--- config.mk ---
export PLATFORM = sky130hd
export DESIGN_NAME = ordered_gate_edge_timestamper_core_flat
export DESIGN_NICKNAME = d
export VERILOG_FILES = /design/src/sv/ogets_pkg.sv /design/src/sv/ogets_in_if.sv /design/src/sv/ogets_out_if.sv /design/src/sv/ordered_gate_edge_timestamper_core.sv /design/src/sv/ogets_cell.sv /design/src/flat_wrapper.sv
export SDC_FILE = /design/constraint.sdc
export NUM_CORES = 1
export LEC_CHECK = 0
export BUFFER_PORTS_ARGS = -buffer_cell sky130_fd_sc_hd__buf_2
export CORE_ASPECT_RATIO = 0.8
export CORE_MARGIN = 8
export CORE_UTILIZATION = 45
export CTS_CLUSTER_SIZE = 10
export DETAILED_ROUTE_END_ITERATION = 6
export PLACE_DENSITY_LB_ADDON = 0.1
export SLEW_MARGIN = 10
export SYNTH_ARGS = -nofsm -noshare
export SYNTH_HDL_FRONTEND = slang
export SYNTH_SLANG_ARGS = --single-unit
export TNS_END_PERCENT = 50
--- constraint.sdc ---
create_clock -name clk -period 15.3 [get_ports clk]
set_input_delay 0.765 -clock clk [delete_from_list [all_inputs] [get_ports clk]]
set_output_delay 0.765 -clock clk [all_outputs]
set_load 0.01 [all_outputs]
--- src/sv/ogets_pkg.sv ---
`timescale 1ns / 1ps
// ----------------------------------------------------------------------------
// ogets_pkg
// Shared constants, types and the gate position table of the gate timestamper.
// ----------------------------------------------------------------------------
package ogets_pkg;

  localparam int GATE_COUNT  = 9;
  localparam int TIME_BITS   = 32;
  localparam int IDX_W       = $clog2(GATE_COUNT + 1);
  localparam int CENTRE_GATE = GATE_COUNT / 2;
  localparam int CMP_W       = (TIME_BITS > 32) ? TIME_BITS : 32;

  localparam logic [31:0] TIMEOUT_RESET = 32'd1000000;

  localparam logic [1:0] REQ_SAMPLE = 2'd0;
  localparam logic [1:0] REQ_CLEAR  = 2'd1;
  localparam logic [1:0] REQ_READ   = 2'd2;

  localparam logic [1:0] KIND_STATUS = 2'd0;
  localparam logic [1:0] KIND_CLEAR  = 2'd1;
  localparam logic [1:0] KIND_ENTRY  = 2'd2;
  localparam logic [1:0] KIND_EMPTY  = 2'd3;

  localparam logic signed [12:0] GATE_POS [16] = '{
    -13'sd2185, -13'sd1092, -13'sd728, -13'sd364, 13'sd0, 13'sd364, 13'sd728,
    13'sd1092, 13'sd2185, 13'sd0, 13'sd0, 13'sd0, 13'sd0, 13'sd0, 13'sd0, 13'sd0
  };

  typedef struct packed {
    logic                 sample;
    logic                 clear;
    logic                 load;
    logic                 shift;
    logic [IDX_W-1:0]     start;
    logic [TIME_BITS-1:0] now;
  } cell_ctl_t;

  typedef struct packed {
    logic                 fired;
    logic [TIME_BITS-1:0] t;
  } rd_beat_t;

  function automatic logic signed [12:0] gate_position(input logic [IDX_W-1:0] idx);
    logic [31:0] wide;
    wide = 32'(idx);
    if (wide < 32'd16) begin
      return GATE_POS[wide[3:0]];
    end
    return 13'sd0;
  endfunction

endpackage

--- src/sv/ogets_in_if.sv ---
`timescale 1ns / 1ps
// ----------------------------------------------------------------------------
// ogets_in_if
// Request channel: request type, gate levels and current time.
// ----------------------------------------------------------------------------
interface ogets_in_if;
  logic        valid;
  logic        ready;
  logic [1:0]  req_type;
  logic [8:0]  gate_levels;
  logic [31:0] now_us;

  modport source (output valid, req_type, gate_levels, now_us, input ready);
  modport sink (input valid, req_type, gate_levels, now_us, output ready);
endinterface

--- src/sv/ogets_out_if.sv ---
`timescale 1ns / 1ps
// ----------------------------------------------------------------------------
// ogets_out_if
// Result channel: status, readout entries and the last-beat mark.
// ----------------------------------------------------------------------------
interface ogets_out_if;
  logic               valid;
  logic               ready;
  logic [1:0]         result_kind;
  logic               ready_res;
  logic [3:0]         next_expected;
  logic [3:0]         gate_index;
  logic [31:0]        capture_time;
  logic signed [12:0] position_tenths_mm;
  logic [31:0]        central_time;
  logic               last;

  modport source (
    output valid, result_kind, ready_res, next_expected, gate_index, capture_time,
           position_tenths_mm, central_time, last,
    input  ready
  );
  modport sink (
    input  valid, result_kind, ready_res, next_expected, gate_index, capture_time,
           position_tenths_mm, central_time, last,
    output ready
  );
endinterface

--- src/sv/ordered_gate_edge_timestamper_core.sv ---
`timescale 1ns / 1ps
// ----------------------------------------------------------------------------
// ordered_gate_edge_timestamper_core
// Ordered light-gate falling-edge timestamper built from a row of gate cells.
// ----------------------------------------------------------------------------
//  channel  | dir | beat contents
//  in_ch    | in  | req_type, gate_levels, now_us
//  out_ch   | out | result_kind, ready_res, next_expected, gate_index,
//           |     | capture_time, position_tenths_mm, central_time, last
//  cfg      | in  | cfg_we, cfg_wdata (timeout_us)
//
// sample and clear: accepted in S_IDLE, result registered from S_EVAL once out_ch
// has room; no new request is taken until that result is registered
// readout: the entries are shifted out through the cell row
// reset: no clearing pass; out_ch stalls hold the row in place
// ----------------------------------------------------------------------------
module ordered_gate_edge_timestamper_core
  import ogets_pkg::*;
(
  input  logic        clk,
  input  logic        rst,
  ogets_in_if.sink    in_ch,
  ogets_out_if.source out_ch,
  input  logic        cfg_we,
  input  logic [31:0] cfg_wdata
);

  typedef enum logic [2:0] {
    S_IDLE = 3'b001,
    S_EVAL = 3'b010,
    S_READ = 3'b100
  } state_t;

  state_t               state;
  state_t               state_next;
  logic [31:0]          timeout;
  logic [1:0]           req;
  logic [TIME_BITS-1:0] now;
  logic [IDX_W-1:0]     expected;
  logic [TIME_BITS-1:0] last_edge_time;
  logic [TIME_BITS-1:0] centre_edge_time;
  logic [IDX_W-1:0]     rd_idx;

  logic                 accept;
  logic                 slot_free;
  logic                 emit;
  cell_ctl_t            ctl;
  logic [IDX_W-1:0]     hit_link [GATE_COUNT+1];
  rd_beat_t             rd_link [GATE_COUNT+1];
  logic                 any_link [GATE_COUNT+1];
  logic [GATE_COUNT-1:0] fired_v;
  logic [GATE_COUNT-1:0] fire_v;
  logic [TIME_BITS-1:0] since;
  logic                 rdy;

  logic [1:0]           kind_next;
  logic                 last_next;
  logic                 entry_next;

  assign accept    = in_ch.valid && in_ch.ready;
  assign in_ch.ready = (state == S_IDLE);
  assign slot_free = !out_ch.valid || out_ch.ready;

  assign ctl.sample = accept && (in_ch.req_type == REQ_SAMPLE);
  assign ctl.clear  = accept && (in_ch.req_type == REQ_CLEAR);
  assign ctl.load   = accept && (in_ch.req_type == REQ_READ);
  assign ctl.shift  = (state == S_READ) && slot_free;
  assign ctl.start  = expected;
  assign ctl.now    = TIME_BITS'(in_ch.now_us);

  assign hit_link[0]          = expected;
  assign rd_link[GATE_COUNT]  = '0;
  assign any_link[GATE_COUNT] = 1'b0;

  for (genvar g = 0; g < GATE_COUNT; g++) begin : g_cell
    ogets_cell u_cell (
      .clk     (clk),
      .rst     (rst),
      .ctl     (ctl),
      .idx     (IDX_W'(g)),
      .level   (in_ch.gate_levels[g]),
      .hit_in  (hit_link[g]),
      .hit_out (hit_link[g+1]),
      .rd_in   (rd_link[g+1]),
      .rd_out  (rd_link[g]),
      .any_in  (any_link[g+1]),
      .any_out (any_link[g]),
      .fired   (fired_v[g]),
      .fire    (fire_v[g])
    );
  end

  // ready flag from settled state and the item's time
  assign since = now - last_edge_time;
  assign rdy = ((CMP_W'(since) > CMP_W'(timeout)) && (expected != '0)) ||
               (fired_v[CENTRE_GATE] && (|fired_v[CENTRE_GATE-1:0]) &&
                (|fired_v[GATE_COUNT-1:CENTRE_GATE+1]));

  always_comb begin
    state_next = state;
    emit       = 1'b0;
    kind_next  = KIND_STATUS;
    last_next  = 1'b1;
    entry_next = 1'b0;
    unique case (state)
      S_IDLE: begin
        if (accept) begin
          state_next = S_EVAL;
        end
      end
      S_EVAL: begin
        if (slot_free) begin
          priority case (req)
            REQ_CLEAR: begin
              emit       = 1'b1;
              kind_next  = KIND_CLEAR;
              state_next = S_IDLE;
            end
            REQ_READ: begin
              if (|fired_v) begin
                state_next = S_READ;
              end else begin
                emit       = 1'b1;
                kind_next  = KIND_EMPTY;
                state_next = S_IDLE;
              end
            end
            default: begin
              emit       = 1'b1;
              state_next = S_IDLE;
            end
          endcase
        end
      end
      S_READ: begin
        if (slot_free && rd_link[0].fired) begin
          emit       = 1'b1;
          entry_next = 1'b1;
          kind_next  = KIND_ENTRY;
          last_next  = !any_link[1];
          if (!any_link[1]) begin
            state_next = S_IDLE;
          end
        end
      end
      default: state_next = S_IDLE;
    endcase
  end

  always_ff @(posedge clk) begin
    if (rst) begin
      state            <= S_IDLE;
      timeout          <= TIMEOUT_RESET;
      expected         <= '0;
      last_edge_time   <= '0;
      centre_edge_time <= '0;
      out_ch.valid     <= 1'b0;
    end else begin
      state <= state_next;
      if (cfg_we) begin
        timeout <= cfg_wdata;
      end
      if (ctl.clear) begin
        expected       <= '0;
        last_edge_time <= '0;
      end else if (ctl.sample) begin
        expected <= hit_link[GATE_COUNT];
        if (|fire_v) begin
          last_edge_time <= ctl.now;
        end
        if (fire_v[CENTRE_GATE]) begin
          centre_edge_time <= ctl.now;
        end
      end
      if (emit) begin
        out_ch.valid <= 1'b1;
      end else if (out_ch.ready) begin
        out_ch.valid <= 1'b0;
      end
    end
  end

  always_ff @(posedge clk) begin
    if (accept) begin
      req <= in_ch.req_type;
      now <= ctl.now;
    end
    if (state == S_EVAL) begin
      rd_idx <= '0;
    end else if (ctl.shift) begin
      rd_idx <= IDX_W'(rd_idx + 1'b1);
    end
    if (emit) begin
      out_ch.result_kind   <= kind_next;
      out_ch.ready_res     <= rdy;
      out_ch.next_expected <= 4'(expected);
      out_ch.central_time  <= 32'(centre_edge_time);
      out_ch.last          <= last_next;
      if (entry_next) begin
        out_ch.gate_index         <= 4'(rd_idx);
        out_ch.capture_time       <= 32'(rd_link[0].t);
        out_ch.position_tenths_mm <= gate_position(rd_idx);
      end else begin
        out_ch.gate_index         <= 4'd0;
        out_ch.capture_time       <= 32'd0;
        out_ch.position_tenths_mm <= 13'sd0;
      end
    end
  end

endmodule

--- src/sv/ogets_cell.sv ---
`timescale 1ns / 1ps
// ----------------------------------------------------------------------------
// ogets_cell
// One gate: edge detect, timestamp, fired mark and one stage of the readout
// shift row.
// ----------------------------------------------------------------------------
module ogets_cell
  import ogets_pkg::*;
(
  input  logic             clk,
  input  logic             rst,
  input  cell_ctl_t        ctl,
  input  logic [IDX_W-1:0] idx,
  input  logic             level,
  input  logic [IDX_W-1:0] hit_in,
  output logic [IDX_W-1:0] hit_out,
  input  rd_beat_t         rd_in,
  output rd_beat_t         rd_out,
  input  logic             any_in,
  output logic             any_out,
  output logic             fired,
  output logic             fire
);

  logic                 prev;
  logic [TIME_BITS-1:0] edge_time;
  rd_beat_t             sh;
  logic                 active;

  assign active  = (idx >= ctl.start);
  assign fire    = ctl.sample && active && prev && !level;
  assign hit_out = fire ? IDX_W'(idx + 1'b1) : hit_in;
  assign rd_out  = sh;
  assign any_out = sh.fired || any_in;

  always_ff @(posedge clk) begin
    if (rst) begin
      prev  <= 1'b1;
      fired <= 1'b0;
    end else if (ctl.clear) begin
      fired <= 1'b0;
    end else if (ctl.sample && active) begin
      prev <= level;
      if (fire) begin
        fired <= 1'b1;
      end
    end
  end

  always_ff @(posedge clk) begin
    if (fire) begin
      edge_time <= ctl.now;
    end
  end

  always_ff @(posedge clk) begin
    if (ctl.load) begin
      sh.t <= edge_time;
    end else if (ctl.shift) begin
      sh.t <= rd_in.t;
    end
    if (rst) begin
      sh.fired <= 1'b0;
    end else if (ctl.load) begin
      sh.fired <= fired;
    end else if (ctl.shift) begin
      sh.fired <= rd_in.fired;
    end
  end

endmodule

--- src/flat_wrapper.sv ---
// flat-port wrapper written by rule: the top's interface ports become plain ports
module ordered_gate_edge_timestamper_core_flat import ogets_pkg::*;
  (clk, rst, cfg_we, cfg_wdata, in_ch_valid, in_ch_req_type, in_ch_gate_levels, in_ch_now_us, in_ch_ready, out_ch_valid, out_ch_result_kind, out_ch_ready_res, out_ch_next_expected, out_ch_gate_index, out_ch_capture_time, out_ch_position_tenths_mm, out_ch_central_time, out_ch_last, out_ch_ready);
  ogets_in_if in_ch_i ();
  ogets_out_if out_ch_i ();
  input  logic clk;
  input  logic rst;
  input  logic cfg_we;
  input  logic [31:0] cfg_wdata;
  input wire logic [$bits(in_ch_i.valid)-1:0] in_ch_valid;
  input wire logic [$bits(in_ch_i.req_type)-1:0] in_ch_req_type;
  input wire logic [$bits(in_ch_i.gate_levels)-1:0] in_ch_gate_levels;
  input wire logic [$bits(in_ch_i.now_us)-1:0] in_ch_now_us;
  output wire logic [$bits(in_ch_i.ready)-1:0] in_ch_ready;
  output wire logic [$bits(out_ch_i.valid)-1:0] out_ch_valid;
  output wire logic [$bits(out_ch_i.result_kind)-1:0] out_ch_result_kind;
  output wire logic [$bits(out_ch_i.ready_res)-1:0] out_ch_ready_res;
  output wire logic [$bits(out_ch_i.next_expected)-1:0] out_ch_next_expected;
  output wire logic [$bits(out_ch_i.gate_index)-1:0] out_ch_gate_index;
  output wire logic [$bits(out_ch_i.capture_time)-1:0] out_ch_capture_time;
  output wire logic [$bits(out_ch_i.position_tenths_mm)-1:0] out_ch_position_tenths_mm;
  output wire logic [$bits(out_ch_i.central_time)-1:0] out_ch_central_time;
  output wire logic [$bits(out_ch_i.last)-1:0] out_ch_last;
  input wire logic [$bits(out_ch_i.ready)-1:0] out_ch_ready;
  assign in_ch_i.valid = in_ch_valid;
  assign in_ch_i.req_type = in_ch_req_type;
  assign in_ch_i.gate_levels = in_ch_gate_levels;
  assign in_ch_i.now_us = in_ch_now_us;
  assign in_ch_ready = in_ch_i.ready;
  assign out_ch_valid = out_ch_i.valid;
  assign out_ch_result_kind = out_ch_i.result_kind;
  assign out_ch_ready_res = out_ch_i.ready_res;
  assign out_ch_next_expected = out_ch_i.next_expected;
  assign out_ch_gate_index = out_ch_i.gate_index;
  assign out_ch_capture_time = out_ch_i.capture_time;
  assign out_ch_position_tenths_mm = out_ch_i.position_tenths_mm;
  assign out_ch_central_time = out_ch_i.central_time;
  assign out_ch_last = out_ch_i.last;
  assign out_ch_i.ready = out_ch_ready;
  ordered_gate_edge_timestamper_core u_core (.clk(clk), .rst(rst), .in_ch(in_ch_i), .out_ch(out_ch_i), .cfg_we(cfg_we), .cfg_wdata(cfg_wdata));
endmodule
==> impl.org <==
** CTS
- Inserted Clock Buffers :: 93
- Once the clock tree was built, the resizer swapped 0 gates to a different size.
- Post-CTS clock slew at the launch and capture registers of the worst setup and hold paths :: approximately 60 ps
- Insertion delay to the later sink of the worst-skew pair :: 630 ps
- Clock tree root driver cell :: sky130_fd_sc_hd__clkbuf_16
- Clock tree from TritonCTS :: yes
- Cts-stage hold buffer count :: 0
- In this run the number of H-tree levels came out at 3.
- CTS sink cnt :: between 800 and 900
- The clock passes through at most 3 buffers.
- Number of buffers inserted to repair setup after CTS :: 0

** Synthesis
- Sequential area share after synthesis :: roughly 73%
- Ys flop type :: sky130_fd_sc_hd__edfxtp_1
- In the synthesized netlist the async set-or-reset flop fraction comes to 0%.
- Main area contributors after synthesis :: sky130_fd_sc_hd__edfxtp_1 65%, sky130_fd_sc_hd__mux2_2 8.9%, sky130_fd_sc_hd__dfxtp_1 8.4%, sky130_fd_sc_hd__ha_1 2.7%, sky130_fd_sc_hd__a21oi_1 1.9%
- Number of flops mapped to enable cells by yosys :: around 700
- Most numerous cell in the Yosys netlist :: sky130_fd_sc_hd__edfxtp_1
- The synthesized design devotes to its leading area cell type approximately two thirds of total area.
- Number of nets in the synthesized netlist :: between 2000 and 2500
- Register bit total from synthesis :: about 830
- Gate Count Post-Synth :: 2065
- Number of distinct standard cells referenced by the synthesized netlist :: 70
- The cell area that synthesis handed to floorplanning was 0.03229 sq mm.
- The largest total area in the synthesized netlist belongs to sky130_fd_sc_hd__edfxtp_1.
- Post-synthesis average cell area :: 15.64 sq um
- After synthesis, the most frequently instantiated cells are 697 x sky130_fd_sc_hd__edfxtp_1, 256 x sky130_fd_sc_hd__mux2_2, 154 x sky130_fd_sc_hd__nor2_1.
- Number of warnings reported in the yosys synthesis log :: 0

** Power
- Power density over cell area :: ~130 mW/mm^2
- Summed over all cells, the static leakage comes to about 13 nW.
- VDD sags by at most 0.00009218 V.
- Total power consumption of the routed design :: 4.924 mW

** Routing
- Vias after detailed routing :: 17090
- Dividing the detail-routed via count by the number of cells gives approximately 5.2.
- After detailed routing, the number of remaining DRC violations is 0.
- First drt pass iteration count :: 5
- In this run, the number of DRC markers left after iteration 0 of detailed routing was 1161.
- Routed wire per std cell :: about 20 microns
- Wirelength, routed :: roughly 66000 microns
- Antenna violation net count after detailed routing :: 0

** Timing
- Unrepaired setup endpoints after global routing :: false
- Endpoints failing setup :: 0
- Upper clock frequency limit :: slightly below 200 MHz
- After layout, the worst path uses 32.93% of the clock period.
- Across the routed clock network, the largest skew measured is ~23 ps.
- Remaining max-slew budget at the tightest pin :: roughly 26%
- Worst-margin pin slew :: 1117 ps
- The number of hold-slack violations in the final timing report came to 0.
- Number of max-slew violations in the final report :: 0
- Setup total negative slack on the finished layout was measured at 0 ps.
- The clock period could shrink to roughly 5000 ps.

** GRT
- Number of antenna violations at the first check in global routing :: 2
- Global router's overall resource usage :: 16.11%
- Vias in the first global route :: between 15000 and 20000
- Overflow left after global routing :: 0
- Pin count of the biggest net entering global routing :: ~190
- The first global-routing pass estimated just over 100000 microns of wire.

** Setup path
- Type of the worst setup path :: register to register
- Largest driver fanout on the critical path :: 3
- Count of cells along the worst register-to-register path :: 20
- Capturing point of the worst reg2reg path :: u_core.out_ch.ready_res
- Data arrives at the worst endpoint at about 5400 ps.
- Critical path launch point type :: register
- For flop-to-flop paths, the worst setup slack is between 10000 and 15000 ps.
- In this run the critical register-to-register path is launched from u_core.now[0].
- Data on the critical path is required at its endpoint by around 16000 ps.
- CP Capture Type :: register

** Placement
- Global placement routability congestion :: 0.8111
- Summing all placed instances gives a cell area of around 0.034 sq mm.
- The HPWL after detailed placement is between 30000 and 40000 microns.
- I/O Buffers :: 170

** Die
- The floorplan step set the die height to roughly 260 microns.
- Effective utilization at floorplan :: 45.11%
- Die area :: ~0.081 sq mm
- The region available for standard cell placement spans between 0.07 and 0.08 sq mm.
- Number of top-level pins :: about 170
- In this run the horizontal extent of the chip is 315.5 microns.
- Number of cell rows :: 88

** Cells and area
- Relative to the synthesized area, the layout overhead comes to 14.29%.
- With fillers left out, the area of the finished cells amounts to 0.03690 sq mm.
- Fill cell count :: between 6000 and 7000
- Antenna cells :: 0
- Share of final-layout standard cells stronger than drive strength 1 :: ~25%
- At the end of the flow, the number of nets in the layout was roughly 2400.

** Worst hold path
- Number of cells traversed by the worst hold path :: 1
- Hold_sp :: in_ch_req_type[1]
- The path class of the tightest hold or removal check is input port to register.
- The path with the worst hold slack has its endpoint at u_core.req[1].

** Status
- The run finished with clean final reports.

** Run
- Maximum capacitance violations :: 0
-- how the worst max path moves through the flow --
| stage | from | slack (ps) | end | cells after the start |
|---|---|---|---|---|
| final | u_core.now[0] | 10260 | u_core.out_ch.ready_res | 20 |
| after global routing | u_core.now[0] | 9810 | u_core.out_ch.ready_res | 20 |
| after CTS | u_core.now[0] | 10310 | u_core.out_ch.ready_res | 20 |
| after detailed placement | u_core.now[0] | 10360 | u_core.out_ch.ready_res | 20 |
| after global placement | u_core.now[0] | 10450 | u_core.out_ch.ready_res | 20 |
| after floorplan | in_ch_valid | 6540 | u_core.g_cell[0].u_cell.rd_out[0] | 6 |
-- through the flow --
stage | cells | utilization [%] | hold WS, ps | setup slack, ps
2_1_floorplan | 2065 | - | 402.9 | 6537
3_3_place_gp | 3113 | 47.72 | 411.4 | 10450
3_5_place_dp | 3113 | 47.72 | 414.6 | 10360
4_1_cts | 3288 | 51.56 | 298.1 | 10310
5_1_grt | 3288 | 51.56 | 297.8 | 9809
6_report | 3288 | 51.56 | 346.6 | 10260
-- routing by layer --
layer | track usage (%) | wire [microns] | vias to the layer above
met5 | 0 | 0 | -
met4 | 3.887 | 1292 | 0
met3 | 3.348 | 2909 | 112
met2 | 26.34 | 31170 | 320
met1 | 22.00 | 30750 | 8594
li1 | - | - | 8059
-- flip-flops by register name, summed over array words and instances, names as in the netlist, 2 cells and up --
signal	count
u_core.out_ch.gate_index	4
u_core.out_ch.next_expected	4
u_core.timeout	32
u_core.state	3
u_core.out_ch.result_kind	2
u_core.last_edge_time	32
u_core.g_cell.u_cell.fired	9
u_core.out_ch.capture_time	32
u_core.req	2
u_core.centre_edge_time	32
u_core.g_cell.u_cell.prev	9
u_core.g_cell.u_cell.edge_time	288
u_core.rd_idx	4
u_core.out_ch.central_time	32
u_core.expected	4
u_core.now	32
u_core.out_ch.position_tenths_mm	11
u_core.g_cell.u_cell.rd_out	297
-- cell families (layout without fill, tap and decap cells) --
group | Yosys count | count (layout) | share of synthesized area [%]
xor gates and xnor gates | 32 | 32 | 0.8680
adders and majority gates | 70 | 70 | 2.736
AOI/OAI and AO/OA | 242 | 242 | 4.685
and+or+nand+nor | 422 | 422 | 6.208
muxes | 289 | 289 | 9.952
buffers and inverters | 178 | 456 | 2.356
DFF | 832 | 832 | 73.20
-- where the power goes --
part,switching (mW),internal [mW]
Combinational,0.224,0.141
Clock,0.839,1.18
Sequential,0.0203,2.52
Total,1.08,3.84
-- worst max-delay path: stages, from the launching register on --
cell	delay [ps]
sky130_fd_sc_hd__edfxtp_1	350
sky130_fd_sc_hd__inv_1	70
sky130_fd_sc_hd__ha_1	160
sky130_fd_sc_hd__inv_1	70
sky130_fd_sc_hd__fa_1	470
sky130_fd_sc_hd__a211oi_1	250
sky130_fd_sc_hd__o21bai_1	140
sky130_fd_sc_hd__a21oi_1	350
sky130_fd_sc_hd__nor2b_1	250
sky130_fd_sc_hd__o21ai_0	170
sky130_fd_sc_hd__a221oi_1	550
sky130_fd_sc_hd__o21bai_1	140
sky130_fd_sc_hd__xor2_1	160
sky130_fd_sc_hd__ha_1	300
sky130_fd_sc_hd__nand4_1	120
sky130_fd_sc_hd__nor4_1	290
sky130_fd_sc_hd__and2_1	230
sky130_fd_sc_hd__nand2_1	110
sky130_fd_sc_hd__o32a_1	380
sky130_fd_sc_hd__o311ai_0	100
sky130_fd_sc_hd__nand3_1	120
-- layout make-up --
type	instances	area (sq um)	area share (%)
sequential	832	23630	64.04
multi-input combinational	1055	7963	21.58
clock buffer	172	2698	7.310
tap	945	1182	3.204
timing repair buffer	189	1021	2.767
inverter	92	356.6	0.9663
clock inverter	3	48.80	0.1322
-- layout by cell type (no fill, tap or decap), types with 6 or more instances in the layout --
cell                        count
sky130_fd_sc_hd__a211oi_1       7
sky130_fd_sc_hd__a21o_1        19
sky130_fd_sc_hd__a21oi_1      124
sky130_fd_sc_hd__a21oi_2       10
sky130_fd_sc_hd__a22oi_1        7
sky130_fd_sc_hd__and2_1        37
sky130_fd_sc_hd__and3_1        37
sky130_fd_sc_hd__buf_2        169
sky130_fd_sc_hd__buf_4         18
sky130_fd_sc_hd__clkbuf_1      75
sky130_fd_sc_hd__clkbuf_16     96
sky130_fd_sc_hd__dfxtp_1      135
sky130_fd_sc_hd__edfxtp_1     697
sky130_fd_sc_hd__ha_1          69
sky130_fd_sc_hd__inv_1         88
sky130_fd_sc_hd__mux2_2       256
sky130_fd_sc_hd__mux2i_1       33
sky130_fd_sc_hd__nand2_1      112
sky130_fd_sc_hd__nand2b_1       7
sky130_fd_sc_hd__nand3_1       12
sky130_fd_sc_hd__nand4_1        9
sky130_fd_sc_hd__nor2_1       151
sky130_fd_sc_hd__nor2b_1       11
sky130_fd_sc_hd__nor3_1        14
sky130_fd_sc_hd__o211ai_1      10
sky130_fd_sc_hd__o21ai_0       23
sky130_fd_sc_hd__o21bai_1       6
sky130_fd_sc_hd__or3_1          6
sky130_fd_sc_hd__xnor2_1       22
sky130_fd_sc_hd__xor2_1        10
(Power assumes the default switching activity.)
